### config.mk
export PLATFORM = sky130hd
export DESIGN_NAME = eau_cordic_cell
export DESIGN_NICKNAME = d
export VERILOG_FILES = /design/src/rtl/eau_pkg.sv /design/src/rtl/eau_cordic_cell.sv
export SDC_FILE = /design/constraint.sdc
export NUM_CORES = 2
export LEC_CHECK = 0
export BUFFER_PORTS_ARGS = -buffer_cell sky130_fd_sc_hd__buf_2
export CAP_MARGIN = 20
export CORE_AREA = 3 3 390 392
export CTS_CLUSTER_DIAMETER = 40
export DETAILED_ROUTE_END_ITERATION = 10
export DIE_AREA = 0 0 393 395
export PLACE_DENSITY = 0.44
export SYNTH_ARGS = -nofsm -noshare
export SYNTH_HDL_FRONTEND = slang
export SYNTH_SLANG_ARGS = --single-unit
### constraint.sdc
create_clock -name clk -period 21.1 [get_ports clk]
set_input_delay 2.11 -clock clk [delete_from_list [all_inputs] [get_ports clk]]
set_output_delay 2.11 -clock clk [all_outputs]
set_load 0.005 [all_outputs]
### src/rtl/eau_pkg.sv
// shared types, constants and cordic arctangent table for the euler angle to unitary block
package eau_pkg;

    localparam int DEF_ANGLE_BITS    = 16;
    localparam int DEF_OUT_FRAC_BITS = 15;

    localparam int CORDIC_STEPS = 31;
    localparam int CORDIC_FRAC  = 30;
    localparam int TURN_W       = 32;
    localparam int VEC_W        = 33;
    localparam int CORDIC_X0    = 652032874;

    localparam int NUM_LANES   = 5;
    localparam int LANE_GAMMA  = 0;
    localparam int NUM_ENTRIES = 4;
    localparam int NUM_RESULTS = 2 * NUM_ENTRIES;
    localparam int PROD_W      = 2 * VEC_W;
    localparam int PROD_STAGES = 3;
    localparam int PIPE_DEPTH  = CORDIC_STEPS + PROD_STAGES;

    typedef struct packed {
        logic signed [VEC_W-1:0]  x;
        logic signed [VEC_W-1:0]  y;
        logic signed [TURN_W-1:0] z;
        logic [1:0]               quad;
    } lane_t;

    typedef lane_t [NUM_LANES-1:0] lane_arr_t;

    function automatic logic [TURN_W-1:0] atan_turn(input int idx);
        logic [TURN_W-1:0] v;
        unique case (idx)
            0:  v = 32'h20000000;
            1:  v = 32'h12E4051E;
            2:  v = 32'h09FB385B;
            3:  v = 32'h051111D4;
            4:  v = 32'h028B0D43;
            5:  v = 32'h0145D7E1;
            6:  v = 32'h00A2F61E;
            7:  v = 32'h00517C55;
            8:  v = 32'h0028BE53;
            9:  v = 32'h00145F2F;
            10: v = 32'h000A2F98;
            11: v = 32'h000517CC;
            12: v = 32'h00028BE6;
            13: v = 32'h000145F3;
            14: v = 32'h0000A2FA;
            15: v = 32'h0000517D;
            16: v = 32'h000028BE;
            17: v = 32'h0000145F;
            18: v = 32'h00000A30;
            19: v = 32'h00000518;
            20: v = 32'h0000028C;
            21: v = 32'h00000146;
            22: v = 32'h000000A3;
            23: v = 32'h00000051;
            24: v = 32'h00000029;
            25: v = 32'h00000014;
            26: v = 32'h0000000A;
            27: v = 32'h00000005;
            28: v = 32'h00000003;
            29: v = 32'h00000001;
            30: v = 32'h00000001;
            default: v = '0;
        endcase
        return v;
    endfunction

endpackage

### src/rtl/eau_cordic_cell.sv
// one cordic rotation step applied to all five angle lanes, with its own pipeline register
module eau_cordic_cell
    import eau_pkg::*;
#(
    parameter int STEP = 0
) (
    input  logic      clk,
    input  logic      rst_n,
    input  logic      in_valid,
    output logic      in_ready,
    input  lane_arr_t in_lanes,
    output logic      out_valid,
    input  logic      out_ready,
    output lane_arr_t out_lanes
);

    localparam logic signed [TURN_W-1:0] ATAN = atan_turn(STEP);

    logic      valid_reg;
    logic      valid_next;
    lane_arr_t lanes_reg;
    lane_arr_t lanes_next;

    assign in_ready = !valid_reg || out_ready;

    always_comb
    begin
        valid_next = in_ready ? in_valid : valid_reg;
    end

    always_comb
    begin
        lanes_next = in_lanes;
        for (int l = 0; l < NUM_LANES; l++)
        begin
            if (in_lanes[l].z[TURN_W-1])
            begin
                lanes_next[l].x = in_lanes[l].x + ($signed(in_lanes[l].y) >>> STEP);
                lanes_next[l].y = in_lanes[l].y - ($signed(in_lanes[l].x) >>> STEP);
                lanes_next[l].z = in_lanes[l].z + ATAN;
            end
            else
            begin
                lanes_next[l].x = in_lanes[l].x - ($signed(in_lanes[l].y) >>> STEP);
                lanes_next[l].y = in_lanes[l].y + ($signed(in_lanes[l].x) >>> STEP);
                lanes_next[l].z = in_lanes[l].z - ATAN;
            end
        end
    end

    always_ff @(posedge clk or negedge rst_n)
    begin
        if (!rst_n)
        begin
            valid_reg <= 1'b0;
        end
        else
        begin
            valid_reg <= valid_next;
        end
    end

    always_ff @(posedge clk)
    begin
        if (in_valid && in_ready)
        begin
            lanes_reg <= lanes_next;
        end
    end

    assign out_valid = valid_reg;
    assign out_lanes = lanes_reg;

endmodule

==> run summary <==
Status -> complete, no violations
Share of cells above drive strength 1 -> 22.9%
Die height -> 395 um
Worst hold-check path type -> reg2reg
Post-CTS Hold Buffers -> 0
Least-Margin Pin Slew -> 1.01 ns
Die ar. -> 155,000 um2
Post-cts sizing count -> 0
Reg2reg end -> out_lanes[289]
Vias -> 38,700
Port buffer count -> 1,005
Relative slew slack -> 30.7%
Setup Viol. Count Final -> 0
Worst IR Drop VDD -> 0.0618 mV
First-pass GRT wire length -> 260 mm
Hpwl dp -> 149 mm
Setup Buffers After CTS -> 0
Rows -> 142
Post-DP Area -> 48,500 um2
Htree depth -> 3
IO Pins -> 1,006
Crit-path most repeated cell -> buf_4
Commonest non-fill, non-tap cell in the layout -> buf_2
Final core occ -> 35.1%
Area grow syn2layout -> 25.1%
1st-pass router iterations -> 5
CTS tree -> done
Max-cap viol count -> 0
Min Tclk post-route -> 6.16 ns
Worst Setup SP -> out_ready
# nets final -> 6,551
CTS Buf Count -> 109
Clk slew on worst S/H paths -> 0.05 ns
Gpl congestion -> 0.916
Fraction of registers with async set or reset after synthesis -> 0.202%
Non-Filler Instances -> 7,617
DP Cell Count -> 7,380
Fin. Hold Viols -> 0
Synth Instances -> 4,626
Core area -> 149,000 um2
P per Cell Area -> 78.7 nW/um2
Worst R2R Setup Slack -> 16.06 ns
CP max stage delay -> 0.83 ns
Detailed Route WL -> 183 mm
Lkg Pwr -> 0.0233 uW
CTS sink cnt -> 496
Average wire per standard cell -> 24.1 um
Vias in the first global route -> 37,700
Antenna Nets Post-Route -> 0
Crit end category -> register
Final Slew Violations -> 0
Post-synth EDFFs -> 495
Clk buf depth -> 3
Most frequent cells in the layout -> 1,004 x buf_2, 532 x a21oi_1, 495 x edfxtp_1
Sequential-to-total area share from yosys stat -> 35.5%
Starting Density -> 28.1%
Final instance area -> 52,400 um2
Final Cycle Share -> 29.2%
Syn Nets -> 5,630
GRT overflow -> 0
Fin Clk Skew -> 0.0249 ns
DRC violations left -> 0
Arrival time worst endpoint -> 6.48 ns
Initial antenna violation count -> 83
Die width -> 393 um
Slowest cell on crit path -> buf_4
Crit-path cells -> buf_2 > nand2b_1 > and2_4 > buf_4 > buf_4 > buf_4 > buf_4
FF+latch count, synth -> 496
Type of origin of the critical path -> primary input
Ys flop type -> edfxtp_1
Total global routing track utilization -> 22.5%
Setup tns final -> 0 ns
R2R depth -> 6
Crit path max fanout -> 69
Crit Reg-Reg Startpoint -> out_valid
Cell Area, Synth -> 41,900 um2
Worst skew pair latency -> 0.71 ns
Synthesis Warnings -> 0
Worst Path Required -> 21.43 ns
Largest net degree at the start of global routing -> 74
RSZ-0062 raised after global routing -> no
Post-detailed-route via-to-cell ratio -> 5.08
Starting DRC count in detailed routing -> 2,781
Critical path destination -> out_lanes[289]
CTS Root Cell -> clkbuf_16
Critical path class -> in2reg
Netlist cell types -> 102
Max Fclk -> 0.162 GHz
Syn avg cell area -> 9.06 um2
-- report_power, final --
group,switching [uW],total [uW],internal [uW]
clock,647,1760,1110
combinational,697,1110,410
sequential,32.3,1260,1230
total,1380,4130,2750
-- cell families (layout without fill, tap and decap cells) --
logic type / count (synthesis) / in the layout / synth area share, %
buffers and inverters: 732 / 1747 / 6.99
multiplexers: 73 / 73 / 1.76
adder cells (fa/ha/maj): 500 / 500 / 15.3
flip-flops: 496 / 496 / 35.5
other: 0 / 32 / 0
AND/OR/NAND/NOR: 1038 / 1038 / 11.6
XOR/XNOR: 314 / 314 / 6.56
AO/OA/AOI/OAI: 1473 / 1473 / 22.3
-- routing by layer --
layer  GRT usage [%]  vias to the layer above  share of wire (%)
met5               0                        -               0.18
met4            8.61                       50                4.2
met3            7.71                      342                9.2
met2            37.7                     1388                 47
met1            26.2                    18500                 39
li1                -                    18400                  -
-- layout make-up --
cell class | instances | area [um2]
fillers | 15600 | 96800
multi-input cells | 3398 | 24100
flip-flops and latches | 496 | 14900
repair buffers | 1024 | 5170
clock buffers | 119 | 2790
well taps | 1944 | 2430
inverters | 518 | 1940
clock inverters | 86 | 1010
diodes | 32 | 80.1
-- worst max-delay path: cells and delay by family --
| kind | cells | cell delay (ns) |
|---|---|---|
| buffers and inverters | 5 | 3.21 |
| AND/OR/NAND/NOR | 2 | 0.91 |
-- registers in the layout, summed over array words and instances (netlist names) --
signal     count
out_lanes    495
out_valid      1
-- synth_stat cells (13+ instances only) --
| cell type | number | area (um2) |
|---|---|---|
| a21oi_1 | 532 | 2660 |
| edfxtp_1 | 495 | 14900 |
| inv_1 | 492 | 1850 |
| ha_1 | 480 | 6010 |
| nor2_1 | 398 | 1490 |
| o21ai_0 | 276 | 1380 |
| xnor2_1 | 273 | 2390 |
| nand2_1 | 209 | 785 |
| clkbuf_1 | 143 | 537 |
| a21o_1 | 108 | 811 |
| o21bai_1 | 100 | 751 |
| nor3_1 | 88 | 440 |
| mux2i_1 | 68 | 681 |
| nand2b_1 | 53 | 332 |
| nor2b_1 | 51 | 319 |
| nand3_1 | 48 | 240 |
| nand4_1 | 47 | 294 |
| o31ai_1 | 45 | 338 |
| a211oi_1 | 44 | 330 |
| o21a_1 | 43 | 323 |
| xor2_1 | 41 | 359 |
| nor4_1 | 30 | 188 |
| o21ai_1 | 30 | 150 |
| buf_1 | 28 | 105 |
| a31oi_1 | 27 | 169 |
| or3_1 | 26 | 163 |
| o211ai_1 | 25 | 188 |
| buf_2 | 23 | 115 |
| and3_1 | 20 | 125 |
| fa_1 | 20 | 400 |
| a211o_1 | 18 | 158 |
| a2111oi_0 | 16 | 140 |
| and2_1 | 15 | 93.8 |
| or2_2 | 15 | 93.8 |
| a22oi_1 | 14 | 105 |
| clkinv_1 | 14 | 52.6 |
| a311oi_1 | 13 | 114 |
| o41ai_1 | 13 | 114 |
-- worst min-delay path by stage --
stage | slack, ns | cells after the start | end | startpoint
6_report | 0.58 | 2 | out_valid | out_valid
5_1_grt | 0.62 | 2 | out_valid | out_valid
4_1_cts | 0.56 | 2 | out_valid | out_valid
3_5_place_dp | 0.54 | 2 | out_valid | out_valid
3_3_place_gp | 0.56 | 2 | out_valid | out_valid
2_1_floorplan | 0.54 | 2 | out_valid | out_valid
-- through the flow --
stage	hold WS (ns)	power (uW)	setup slack, ns
global route	0.617	4340	14.64
detailed placement	0.544	2390	14.09
global placement	0.558	2390	14.20
floorplan	0.537	1960	6.71
finish	0.582	4130	14.94
CTS	0.564	4190	14.92
(Power assumes the default switching activity.)
